`config.mk`:
```
export PLATFORM = sky130hd
export DESIGN_NAME = sine_tone_burst_generator
export DESIGN_NICKNAME = d
export VERILOG_FILES = /design/src/stbg_pkg.sv /design/src/stbg_sine_rom.sv /design/src/sine_tone_burst_generator.sv
export SDC_FILE = /design/constraint.sdc
export NUM_CORES = 2
export LEC_CHECK = 0
export ABC_AREA = 1
export BUFFER_PORTS_ARGS = -buffer_cell sky130_fd_sc_hd__buf_4
export CAP_MARGIN = 20
export CORE_MARGIN = 2
export CORE_UTILIZATION = 65
export CTS_CLUSTER_DIAMETER = 150
export DETAILED_ROUTE_END_ITERATION = 12
export GPL_TIMING_DRIVEN = 0
export PLACE_DENSITY = 0.82
export SLEW_MARGIN = 5
export SYNTH_ARGS = -nofsm -noshare
export SYNTH_HDL_FRONTEND = slang
export SYNTH_SLANG_ARGS = --single-unit
```
`constraint.sdc`:
```
create_clock -name clk -period 22.2 [get_ports clk]
set_input_delay 2.22 -clock clk [delete_from_list [all_inputs] [get_ports clk]]
set_output_delay 2.22 -clock clk [all_outputs]
set_load 0.02 [all_outputs]
```
`src/stbg_pkg.sv`:
```
// Shared types and constants for the sine tone burst generator.
// No dependencies; used by stbg_sine_rom and the top level.
`timescale 1ns / 1ps
`default_nettype none

package stbg_pkg;

    localparam int AMP_W      = 15;  // sine magnitude, 0..32767
    localparam int SAMPLE_W   = 16;  // signed PCM sample
    localparam int CFG_IDX_W  = 3;
    localparam int CFG_DATA_W = 31;

    typedef logic [AMP_W-1:0]    amp_t;
    typedef logic [SAMPLE_W-1:0] pcm_t;

    localparam amp_t AMP_MAX = 15'h7FFF;

    // Config register indexes
    localparam logic [CFG_IDX_W-1:0] REG_PHASE_STEP    = 3'd0;
    localparam logic [CFG_IDX_W-1:0] REG_BURST_SAMPLES = 3'd1;
    localparam logic [CFG_IDX_W-1:0] REG_FADE_SAMPLES  = 3'd2;
    localparam logic [CFG_IDX_W-1:0] REG_FADE_GAIN     = 3'd3;
    localparam logic [CFG_IDX_W-1:0] REG_VOLUME        = 3'd4;

endpackage

`default_nettype wire

```
`src/stbg_sine_rom.sv`:
```
// Quarter-wave sine table with quadrant folding and registered read.
// Depends on stbg_pkg; entries are built at elaboration from a fixed-point series.
`timescale 1ns / 1ps
`default_nettype none

module stbg_sine_rom
    import stbg_pkg::*;
#(
    parameter int DEPTH = 256
)
(
    input  wire logic                     clk,
    input  wire logic                     rd_en,
    input  wire logic [$clog2(DEPTH)+1:0] idx,
    output amp_t                          mag,
    output logic                          neg
);

    localparam int K_W = $clog2(DEPTH);
    localparam logic [63:0] HALF_PI_Q30 = 64'd1686629713;

    // round(32767 * sin(pi/2 * k / DEPTH)), Taylor series through x^13 in Q30
    function automatic amp_t sine_entry(input logic [63:0] k);
        logic [63:0]        x;
        logic [63:0]        x2;
        logic [63:0]        term;
        logic signed [63:0] sum;
        logic [63:0]        r;
        x    = (k * HALF_PI_Q30) / DEPTH;
        x2   = (x * x) >> 30;
        sum  = signed'(x);
        term = ((x * x2) >> 30) / 64'd6;
        sum  = sum - signed'(term);
        term = ((term * x2) >> 30) / 64'd20;
        sum  = sum + signed'(term);
        term = ((term * x2) >> 30) / 64'd42;
        sum  = sum - signed'(term);
        term = ((term * x2) >> 30) / 64'd72;
        sum  = sum + signed'(term);
        term = ((term * x2) >> 30) / 64'd110;
        sum  = sum - signed'(term);
        term = ((term * x2) >> 30) / 64'd156;
        sum  = sum + signed'(term);
        if (sum < 0)
            sum = 64'sd0;
        if (sum > 64'sd1073741824)
            sum = 64'sd1073741824;
        r = (unsigned'(sum) * 64'd32767 + 64'd536870912) >> 30;
        if (r > 64'd32767)
            r = 64'd32767;
        return r[AMP_W-1:0];
    endfunction

    // Entry DEPTH is only reached on odd quadrants at k = 0
    localparam amp_t TOP_ENTRY = sine_entry(64'(DEPTH));

    amp_t           rom_tbl [DEPTH];
    logic [K_W-1:0] k;
    logic           odd_q;
    logic [K_W-1:0] addr;
    amp_t           mag_next;
    amp_t           mag_reg;
    logic           neg_reg;

    for (genvar g = 0; g < DEPTH; g++)
    begin : g_tbl
        assign rom_tbl[g] = sine_entry(64'(g));
    end

    assign k     = idx[K_W-1:0];
    assign odd_q = idx[K_W];
    assign addr  = odd_q ? (~k + K_W'(1)) : k;

    always_comb
    begin
        if (odd_q && (k == '0))
            mag_next = TOP_ENTRY;
        else
            mag_next = rom_tbl[addr];
    end

    always_ff @(posedge clk)
    begin
        if (rd_en)
        begin
            mag_reg <= mag_next;
            neg_reg <= idx[K_W+1];
        end
    end

    assign mag = mag_reg;
    assign neg = neg_reg;

endmodule

`default_nettype wire

```
`src/sine_tone_burst_generator.sv`:
```
// Sine tone burst generator: one input item per audio sample tick, one result item
// back for each. A start_req item begins a burst of burst_samples samples, a tone or,
// with silent set, all zeros. The tone comes from a phase accumulator (PHASE_BITS wide,
// cleared at each start) that addresses a quarter-wave sine table of SINE_TABLE_DEPTH
// entries, which must be a power of two. The sine value is scaled by volume (Q1.15) and
// by a linear fade envelope (Q16, built from fade_gain) and truncated toward zero,
// saturating at +/-32767. Each item passes through ST_ENV, ST_MAGVOL, ST_SCALE and
// ST_DONE: the envelope product, the magnitude times volume and the final scaling all
// go through one shared 31x17 multiplier, one use per cycle, and the result is loaded
// into the output register in ST_DONE, in the same cycle the next item may be accepted.
// in_stall is high while an item is in work and while a finished result can not yet
// leave because the previous one is still stalled. Config registers are written through
// cfg_valid/cfg_ready (always ready); write them only while the block is idle. Unknown
// indexes are ignored. Depends on stbg_pkg and stbg_sine_rom.
`timescale 1ns / 1ps
`default_nettype none

module sine_tone_burst_generator
    import stbg_pkg::*;
#(
    parameter int SINE_TABLE_DEPTH = 256,
    parameter int PHASE_BITS       = 32
)
(
    input  wire logic                  clk,
    input  wire logic                  rst_n,
    // input item channel
    input  wire logic                  in_valid,
    output logic                       in_stall,
    input  wire logic                  start_req,
    input  wire logic                  silent,
    // result item channel
    output logic                       out_valid,
    input  wire logic                  out_stall,
    output logic signed [SAMPLE_W-1:0] sample,
    output logic                       active,
    output logic                       last,
    // config write channel
    input  wire logic                  cfg_valid,
    output logic                       cfg_ready,
    input  wire logic [CFG_IDX_W-1:0]  cfg_index,
    input  wire logic [CFG_DATA_W-1:0] cfg_data
);

    localparam int IDX_W   = $clog2(SINE_TABLE_DEPTH) + 2;  // quadrant + table index
    localparam int MUL_A_W = 31;
    localparam int MUL_B_W = 17;
    localparam int MUL_P_W = MUL_A_W + MUL_B_W;

    localparam logic [MUL_B_W-1:0] ENV_ONE = 17'h10000;

    // Sequencer states
    localparam logic [2:0] ST_IDLE   = 3'd0;
    localparam logic [2:0] ST_ENV    = 3'd1;  // factor * fade_gain, table read
    localparam logic [2:0] ST_MAGVOL = 3'd2;  // |sine| * volume
    localparam logic [2:0] ST_SCALE  = 3'd3;  // (|sine| * volume) * envelope
    localparam logic [2:0] ST_DONE   = 3'd4;  // saturate, sign, load output

    // Envelope modes
    localparam logic [1:0] ENV_FULL   = 2'd0;
    localparam logic [1:0] ENV_ZERO   = 2'd1;
    localparam logic [1:0] ENV_SCALED = 2'd2;

    // ---------------- config registers ----------------
    logic [30:0] phase_step_reg;
    logic [15:0] burst_samples_reg;
    logic [15:0] fade_samples_reg;
    logic [16:0] fade_gain_reg;
    logic [15:0] volume_reg;

    assign cfg_ready = 1'b1;

    always_ff @(posedge clk or negedge rst_n)
    begin
        if (!rst_n)
        begin
            phase_step_reg    <= 31'd50935781;
            burst_samples_reg <= 16'd6615;
            fade_samples_reg  <= 16'd441;
            fade_gain_reg     <= 17'd149;
            volume_reg        <= 16'd29491;
        end
        else if (cfg_valid && cfg_ready)
        begin
            unique case (cfg_index)
                REG_PHASE_STEP:    phase_step_reg    <= cfg_data;
                REG_BURST_SAMPLES: burst_samples_reg <= cfg_data[15:0];
                REG_FADE_SAMPLES:  fade_samples_reg  <= cfg_data[15:0];
                REG_FADE_GAIN:     fade_gain_reg     <= cfg_data[16:0];
                REG_VOLUME:        volume_reg        <= cfg_data[15:0];
                default:           ;
            endcase
        end
    end

    // ---------------- burst state and sequencer ----------------
    logic [2:0]            state_reg,   state_next;
    logic [15:0]           idx_reg,     idx_next;
    logic [PHASE_BITS-1:0] phase_reg,   phase_next;
    logic                  running_reg, running_next;
    logic                  silent_reg,  silent_next;
    logic                  out_valid_reg, out_valid_next;

    // per-item work registers
    logic [15:0]        w_idx_reg;
    logic [IDX_W-1:0]   w_rom_idx_reg;
    logic               w_run_reg;
    logic               w_tone_reg;
    logic               w_last_reg;
    logic [1:0]         env_mode_reg, env_mode_next;
    logic [MUL_B_W-1:0] env_reg,      env_next;
    logic [MUL_P_W-1:0] mul_reg;

    logic signed [SAMPLE_W-1:0] sample_reg, sample_next;
    logic                       active_reg;
    logic                       last_reg;

    logic                  out_free;
    logic                  accept;
    logic                  load_out;
    logic [15:0]           eff_idx;
    logic [PHASE_BITS-1:0] eff_phase;
    logic                  eff_silent;
    logic                  eff_run;
    logic                  eff_last;
    logic [PHASE_BITS-1:0] step_ext;

    assign out_free = !out_valid_reg || !out_stall;
    assign in_stall = !((state_reg == ST_IDLE) || ((state_reg == ST_DONE) && out_free));
    assign accept   = in_valid && !in_stall;
    assign load_out = (state_reg == ST_DONE) && out_free;
    assign step_ext = PHASE_BITS'(phase_step_reg);

    // A start restarts the burst before this tick's sample is produced
    always_comb
    begin
        eff_idx    = start_req ? 16'd0 : idx_reg;
        eff_phase  = start_req ? '0 : phase_reg;
        eff_silent = start_req ? silent : silent_reg;
        eff_run    = start_req ? (burst_samples_reg != 16'd0) : running_reg;
        eff_last   = eff_run && (({1'b0, eff_idx} + 17'd1) >= {1'b0, burst_samples_reg});
    end

    always_comb
    begin
        state_next   = state_reg;
        idx_next     = idx_reg;
        phase_next   = phase_reg;
        running_next = running_reg;
        silent_next  = silent_reg;

        if (accept)
        begin
            silent_next  = eff_silent;
            idx_next     = eff_run ? (eff_idx + 16'd1) : eff_idx;
            phase_next   = eff_run ? (eff_phase + step_ext) : eff_phase;
            running_next = eff_run && !eff_last;
        end

        unique case (state_reg)
            ST_IDLE:
            begin
                if (accept)
                    state_next = ST_ENV;
            end
            ST_ENV:    state_next = ST_MAGVOL;
            ST_MAGVOL: state_next = ST_SCALE;
            ST_SCALE:  state_next = ST_DONE;
            ST_DONE:
            begin
                if (accept)
                    state_next = ST_ENV;
                else if (out_free)
                    state_next = ST_IDLE;
            end
            default:   state_next = ST_IDLE;
        endcase
    end

    always_comb
    begin
        out_valid_next = out_valid_reg;
        if (load_out)
            out_valid_next = 1'b1;
        else if (out_valid_reg && !out_stall)
            out_valid_next = 1'b0;
    end

    always_ff @(posedge clk or negedge rst_n)
    begin
        if (!rst_n)
        begin
            state_reg     <= ST_IDLE;
            idx_reg       <= 16'd0;
            phase_reg     <= '0;
            running_reg   <= 1'b0;
            silent_reg    <= 1'b0;
            out_valid_reg <= 1'b0;
        end
        else
        begin
            state_reg     <= state_next;
            idx_reg       <= idx_next;
            phase_reg     <= phase_next;
            running_reg   <= running_next;
            silent_reg    <= silent_next;
            out_valid_reg <= out_valid_next;
        end
    end

    // ---------------- envelope selection ----------------
    logic        i_ge_n;
    logic        fade_out;
    logic        fade_in;
    logic [15:0] env_factor;

    always_comb
    begin
        i_ge_n   = w_idx_reg >= burst_samples_reg;
        // fade out only exists when the fade fits in the burst
        fade_out = (fade_samples_reg <= burst_samples_reg) &&
                   (w_idx_reg >= (burst_samples_reg - fade_samples_reg));
        fade_in  = w_idx_reg < fade_samples_reg;

        priority if (i_ge_n)
            env_mode_next = ENV_ZERO;
        else if (fade_out || fade_in)
            env_mode_next = ENV_SCALED;
        else
            env_mode_next = ENV_FULL;

        // fade out wins over fade in
        if (fade_out && !i_ge_n)
            env_factor = burst_samples_reg - 16'd1 - w_idx_reg;
        else
            env_factor = w_idx_reg;
    end

    always_comb
    begin
        unique case (env_mode_reg)
            ENV_ZERO:   env_next = '0;
            ENV_SCALED: env_next = (mul_reg[32:0] > 33'h10000) ? ENV_ONE : mul_reg[16:0];
            default:    env_next = ENV_ONE;
        endcase
    end

    // ---------------- sine table ----------------
    amp_t rom_mag;
    logic rom_neg;

    stbg_sine_rom #(
        .DEPTH (SINE_TABLE_DEPTH)
    ) u_rom (
        .clk   (clk),
        .rd_en (state_reg == ST_ENV),
        .idx   (w_rom_idx_reg),
        .mag   (rom_mag),
        .neg   (rom_neg)
    );

    // ---------------- shared multiplier ----------------
    logic [MUL_A_W-1:0] mul_a;
    logic [MUL_B_W-1:0] mul_b;
    logic [MUL_P_W-1:0] mul_p;

    always_comb
    begin
        unique case (state_reg)
            ST_ENV:
            begin
                mul_a = MUL_A_W'(env_factor);
                mul_b = fade_gain_reg;
            end
            ST_MAGVOL:
            begin
                mul_a = MUL_A_W'(rom_mag);
                mul_b = MUL_B_W'(volume_reg);
            end
            ST_SCALE:
            begin
                mul_a = mul_reg[MUL_A_W-1:0];
                mul_b = env_reg;
            end
            default:
            begin
                mul_a = '0;
                mul_b = '0;
            end
        endcase
    end

    assign mul_p = MUL_P_W'(mul_a) * MUL_P_W'(mul_b);

    // ---------------- result formatting ----------------
    logic [16:0] prod_top;
    amp_t        mag_sat;

    always_comb
    begin
        prod_top = mul_reg[MUL_P_W-1:31];
        mag_sat  = (prod_top > 17'(AMP_MAX)) ? AMP_MAX : prod_top[AMP_W-1:0];
        if (!w_tone_reg)
            sample_next = '0;
        else if (rom_neg)
            sample_next = -signed'({1'b0, mag_sat});
        else
            sample_next = signed'({1'b0, mag_sat});
    end

    // datapath registers, no reset
    always_ff @(posedge clk)
    begin
        if (accept)
        begin
            w_idx_reg     <= eff_idx;
            w_rom_idx_reg <= eff_phase[PHASE_BITS-1 -: IDX_W];
            w_run_reg     <= eff_run;
            w_tone_reg    <= eff_run && !eff_silent;
            w_last_reg    <= eff_last;
        end
        if (state_reg == ST_ENV)
            env_mode_reg <= env_mode_next;
        if (state_reg == ST_MAGVOL)
            env_reg <= env_next;
        if ((state_reg == ST_ENV) || (state_reg == ST_MAGVOL) || (state_reg == ST_SCALE))
            mul_reg <= mul_p;
        if (load_out)
        begin
            sample_reg <= sample_next;
            active_reg <= w_run_reg;
            last_reg   <= w_last_reg;
        end
    end

    assign out_valid = out_valid_reg;
    assign sample    = sample_reg;
    assign active    = active_reg;
    assign last      = last_reg;

endmodule

`default_nettype wire

```
# Word level (Yosys, flattened, before mapping)
# Memories as Yosys holds them, arrays and structs flattened. A register that Yosys moved wholly into a read port is not among the register bits.
# Cells that the tools add are included.
[classes]
muxes = 21
order_cmp = 7
mul = 1
reduce_logical = 32
n_eq_ne = 12
n_bitwise = 2
add_sub_neg = 8
[ops]
columns = ["operator", "n"]
rows = [
  ["31-bit one-hot mux with 3 select lines", 1],
  ["32-bit 2-to-1 mux", 2],
  ["17-bit one-hot mux with 3 select lines", 1],
  ["31-bit by 17-bit multiplier with 48-bit output", 1],
  ["16-bit 2-to-1 mux", 3],
  ["17-bit one-hot mux with 2 select lines", 1],
  ["33-bit by 17-bit greater-than comparator with 1-bit output (second input constant)", 1],
  ["32-bit by 31-bit adder with 32-bit output", 1],
  ["16-bit greater-or-equal comparator", 2],
  ["16-bit subtractor", 2],
  ["15-bit 2-to-1 mux", 2],
  ["16-bit by 1-bit adder with 17-bit output (second input constant)", 1],
  ["17-bit by 16-bit greater-or-equal comparator with 1-bit output", 1],
  ["17-bit by 15-bit greater-than comparator with 1-bit output (second input constant)", 1],
  ["17-bit 2-to-1 mux", 1],
  ["16-bit by 1-bit adder with 16-bit output (second input constant)", 1],
  ["16-bit <= comparator", 1],
  ["16-bit less-than comparator", 1],
  ["15-bit negator with 16-bit output", 1],
  ["16-bit nonzero test", 1],
  ["16-bit by 1-bit subtractor with 16-bit output (second input constant)", 1],
  ["3-bit one-hot mux with 5 select lines", 1],
  ["2-bit AND reduction", 7],
  ["3-bit by 2-bit == test with 1-bit output (second input constant)", 4],
  ["19 further kinds", 44],
]
[totals]
inputBits = 41
regBits = 265
rom_bits = 3840
wordCells = 108
out_inout_bits = 21
mem_count = 1
[mem_list]
columns = ["memory", "depth", "width", "rd", "rd_clocked_by_memory_dff", "wr", "line", "rtl"]
rows = [
  ["(name not given)", 256, 15, 1, 1, 0, "stbg_sine_rom.sv:79", "mag_next = rom_tbl[addr];"],
]

# Logic depth before layout (Yosys ltp)
[depth]
word_depth = 7
ltp_mapped = 45
ltp_nobuf = 44

# Hierarchy
# A second synthesis with hierarchy kept.
[unflattened]
cells_unflattened = 5273
area_unflattened_um2 = 38789.7
[modules_own_cells]
columns = ["module", "cells_each", "area_each_um2", "n_inst", "seq_area_each_um2"]
rows = [
  ["sine_tone_burst_generator", 4305, 34037.6, 1, 7229.4],
  ["stbg_sine_rom", 968, 4752.1, 1, 480.5],
]

# Worst setup path after synthesis
# No wires, ideal clock.
[synth_timing]
path_type = "flip-flop to flip-flop"
start = "reg burst_samples_reg[0]"
end = "reg mul_reg[35] (data pin)"
t_arrival_ns = 7.870
setup_ns = 0.252
setup_slack_ns = 14.078
period_less_slack_ns = 8.122
stages_incl_launch_ff = 38
n_path_buf = 2
required_time_ns = 21.948
cell_sequence = "dfstp_2 -> inv_1 -> ha_1 -> o21ai_0 -> a21oi_1 -> o21ai_0 -> a21oi_1 -> o211ai_1 -> nand2_1 -> ha_1 -> a21oi_1 -> o21ai_0 -> nor2_1 -> nand2_2 -> buf_2 -> nand4_1 -> nand3_1 -> nand2_1 -> [2 not listed] -> fa_1 -> inv_1 -> fa_1 -> fa_1 -> fa_1 -> fa_1 -> inv_1 -> fa_1 -> inv_1 -> ha_1 -> nand2_1 -> nor2_1 -> inv_1 -> nor4_1 -> a21oi_1 -> or2_2 -> nand3_1 -> nand2_1"
[synth_between]
elab_chain_cells = 7
elab_cells_between_ends = 12
classes_between = "add/sub: 3; mul: 1; order compare: 3; mux: 2; reduce/logical: 3"
[synth_rtl]
columns = ["element", "line", "rtl"]
rows = [
  ["start: declaration", "sine_tone_burst_generator.sv:66", "logic [15:0] burst_samples_reg;"],
  ["start signal: assignment", "sine_tone_burst_generator.sv:87", "REG_BURST_SAMPLES: burst_samples_reg <= cfg_data[15:0];"],
  ["16-bit subtractor", "sine_tone_burst_generator.sv:222", "(w_idx_reg >= (burst_samples_reg - fade_samples_reg));"],
  ["16-bit greater-or-equal comparator", "sine_tone_burst_generator.sv:222", ""],
  ["1-bit logical AND", "sine_tone_burst_generator.sv:221", "fade_out = (fade_samples_reg <= burst_samples_reg) &&"],
  ["1-bit logical AND", "sine_tone_burst_generator.sv:233", "if (fade_out && !i_ge_n)"],
  ["16-bit 2-to-1 mux (*)", "sine_tone_burst_generator.sv:233", ""],
  ["31-bit one-hot mux with 3 select lines (*)", "sine_tone_burst_generator.sv:269", "unique case (state_reg)"],
  ["31-bit by 17-bit multiplier with 48-bit output (*)", "sine_tone_burst_generator.sv:293", "assign mul_p = MUL_P_W'(mul_a) * MUL_P_W'(mul_b);"],
  ["via mul_p[35]", "sine_tone_burst_generator.sv:265", "logic [MUL_P_W-1:0] mul_p;"],
  ["end signal: assignment", "sine_tone_burst_generator.sv:327", "mul_reg <= mul_p;"],
  ["end: declaration", "sine_tone_burst_generator.sv:112", "logic [MUL_P_W-1:0] mul_reg;"],
]
# Mark *: on every way through the listed nets, which the timed path passes. The rest lies on a longest branch.
# A chain may end at the register's enable or synchronous reset.

# Worst setup path after layout
# Same ends and word-level chain as after synthesis.

==> impl_results.md <==
- Largest register FFs: 48
- Cells after DPL: 6052
- Post-CTS Setup Inserts: 0
- Commonest cells in the netlist: nand2_1 (1356), inv_1 (1001), fa_1 (437)
- Cells after Synth: 5216
- Area leader, netlist: fa_1
- Top cells by area, synth: fa_1 (23%), nand2_1 (13%), edfxtp_1 (10%), inv_1 (9.7%), ha_1 (8.7%)
- Crit path time final: 10480 ps
- Routed len/inst: 25.0 µm
- Critical Path Fanout Max: 10
- Final Hold Viols: 0
- Critical path type: reg2reg
- Vias: 39000
- Combinational share of power: 0.782
- Most numerous cell in the Yosys netlist: nand2_1
- Die area: 61500 µm²
- Root buffer cell: clkbuf_16
- Arrival @ worst endpoint: 10790 ps
- Syn Std Cell Area: 38700 µm²
- Skew final: 52.8 ps
- Starting DRC count in detailed routing: 5251
- Worst-Skew Late Latency: 580 ps
- H-tree depth: 2
- Area Growth Syn to Fin: 7.02%
- Worst Tran Pin Value: 1360 ps
- Fmax: 95.4 MHz
- Pin count of the biggest net entering global routing: 95
- Rows: 89
- Worst VDD drop: 0.000222 V
- Final wirelength: 153000 µm
- P_leak: 21.3 nW
- Nets@finish: 6064
- TritonCTS Sinks: 280
- Crit path launch type: flip-flop
- Int Power: 3.07 mW
- Asr flop ratio synth: 0.536
- Relative slew slack: 0.0943
- CP endpoint kind: flip-flop
- Starting Density: 0.657
- Hpwl dp: 118000 µm
- Crit share post-route: 0.472
- DRC errors left: 2
- Via density: 6.37
- Switching Fraction: 0.587
- Core Util, Final: 0.703
- Post-synth EDFFs: 130
- Mapped Nets: 5964
- CTS Hold Bufs: 0
- Max Cap Viol: 0
- Longest Clk Path Bufs: 3
- Fin. max-slew vios: 0
- Die height: 248 µm
- Final setup TNS: 0 ps
- Ports: 62
- Main synth FF type: edfxtp_1
- Seq/Total Area, Yosys: 0.199
- Finished Layout Cells: 6116
- Warnings from Yosys: 0
- Unique cell type count in the Yosys netlist: 56
- Clock-pin slew on the worst setup and hold paths: 60 ps
- Port Buffers: 59
- Sw Pwr: 4.37 mW
- Req. time, crit path: 22510 ps
- Class of the most critical hold timing path: reg2reg
- Clock power share: 0.083
- GR Overflow Total: 0
- Final Wtd Congestion: 1.10
- First-pass GRT wire length: 229000 µm
- Violated checks: DRC
- Sequential share of power: 0.135
- PwrDens: 180 nW/µm²
- Tot GR Track Use: 0.503
- Crit path largest cell delay: 730 ps
- Status: complete, but fails checks
- Unrepaired setup endpoints after global routing: no
- CTS tree: done
- Die width: 248 µm
- TritonRoute pass-1 iters: 12
- TritonCTS buffer count: 34
- Cts repair resizes: 0
- Flops & latches, synth: 280
- # setup viols final: 0
- Top-area cell type share of the netlist area: 0.226
- Number of global-route vias before repair: 38800
- Initial antenna violation count: 5
- Layout cells sized above 1: 0.0682
- Slowest cell on the critical path: fa_1
- Core Area: 58900 µm²
- Syn avg cell area: 7.42 µm²
- Routed Antenna Nets: 0
-- power by group through the flow --
| stage | sequential (mW) | combinational, mW | clock (mW) |
|---|---|---|---|
| 6_report | 1.00 | 5.82 | 0.617 |
| 2_1_floorplan | 0.954 | 3.62 | 0 |
| 3_3_place_gp | 0.995 | 5.29 | 0 |
| 4_1_cts | 0.991 | 5.50 | 0.616 |
| 5_1_grt | 1.01 | 6.26 | 0.636 |
| 3_5_place_dp | 0.995 | 5.39 | 0 |
-- final timing paths --
path,to,start,cells past startpoint,slack (ps)
setup / recovery,mul_reg[35]$_DFFE_PP_,burst_samples_reg[0]$_DFFE_PN1P_,37,11720
hold / removal,u_rom.neg$_DFFE_PP_,w_rom_idx_reg[9]$_DFFE_PP_,0,420
setup reg to reg,mul_reg[35]$_DFFE_PP_,burst_samples_reg[0]$_DFFE_PN1P_,37,11720
hold reg to reg,u_rom.neg$_DFFE_PP_,w_rom_idx_reg[9]$_DFFE_PP_,0,420
max in group asynchronous,fade_samples_reg[0]$_DFFE_PN1P_,rst_n,2,19680
min in group asynchronous,phase_step_reg[28]$_DFFE_PN0P_,rst_n,1,1620
-- layout make-up --
type,instances,area [µm²]
Multi-Input combinational cell,3731,26200
Fill cell,4581,17500
Sequential cell,280,7710
Inverter,1032,3880
Tap cell,773,967
Clock buffer,45,953
Buffer,173,901
Timing Repair Buffer,64,522
Clock inverter,16,259
Antenna cell,2,5.00
-- cells in the final DEF, fill, tap and decap left out, types with 22 or more instances in the layout --
cell / count
xor2_1: 54
inv_2: 24
a21oi_1: 348
nand4_1: 62
buf_2: 61
o21ai_0: 277
nand2_1: 1356
xnor2_1: 33
edfxtp_1: 130
nand3_1: 240
clkbuf_16: 35
dfstp_2: 42
clkbuf_1: 84
nand2_2: 22
nor2_1: 339
buf_4: 77
nor3_1: 47
ha_1: 270
fa_1: 437
dfrtp_1: 108
inv_1: 1001
-- logic make-up after synthesis --
group	synth area share
compound gates	0.106
xor+xnor	0.0197
fa+ha+maj	0.313
buf+inv	0.123
flops	0.199
mux	0.00407
other cells	0.0000969
simple gates	0.234
-- through the flow --
stage,cell area (µm²),hold WS [ps],power [mW],setup slack (ps)
floorplan,38700,400,4.58,14080
global placement,40100,402,6.28,12610
detailed placement,40200,405,6.39,12460
CTS,41400,416,7.11,12200
global route,41400,421,7.90,11170
finish,41400,425,7.44,11720
-- critical path, delay by kind of cell, from the launching register on --
kind | cells | cell delay, ps
fa+ha+maj | 9 | 4360
simple gates | 15 | 2560
flops | 1 | 590
buf+inv | 6 | 690
compound gates | 7 | 1960
-- routing by layer --
layer,part of all wire,routed length [µm],GRT usage
met1,0.34,52100,0.609
met2,0.42,64500,0.750
met3,0.15,22900,0.182
met4,0.087,13300,0.344
met5,0.00097,149,0.0143
(Power assumes the default switching activity.)
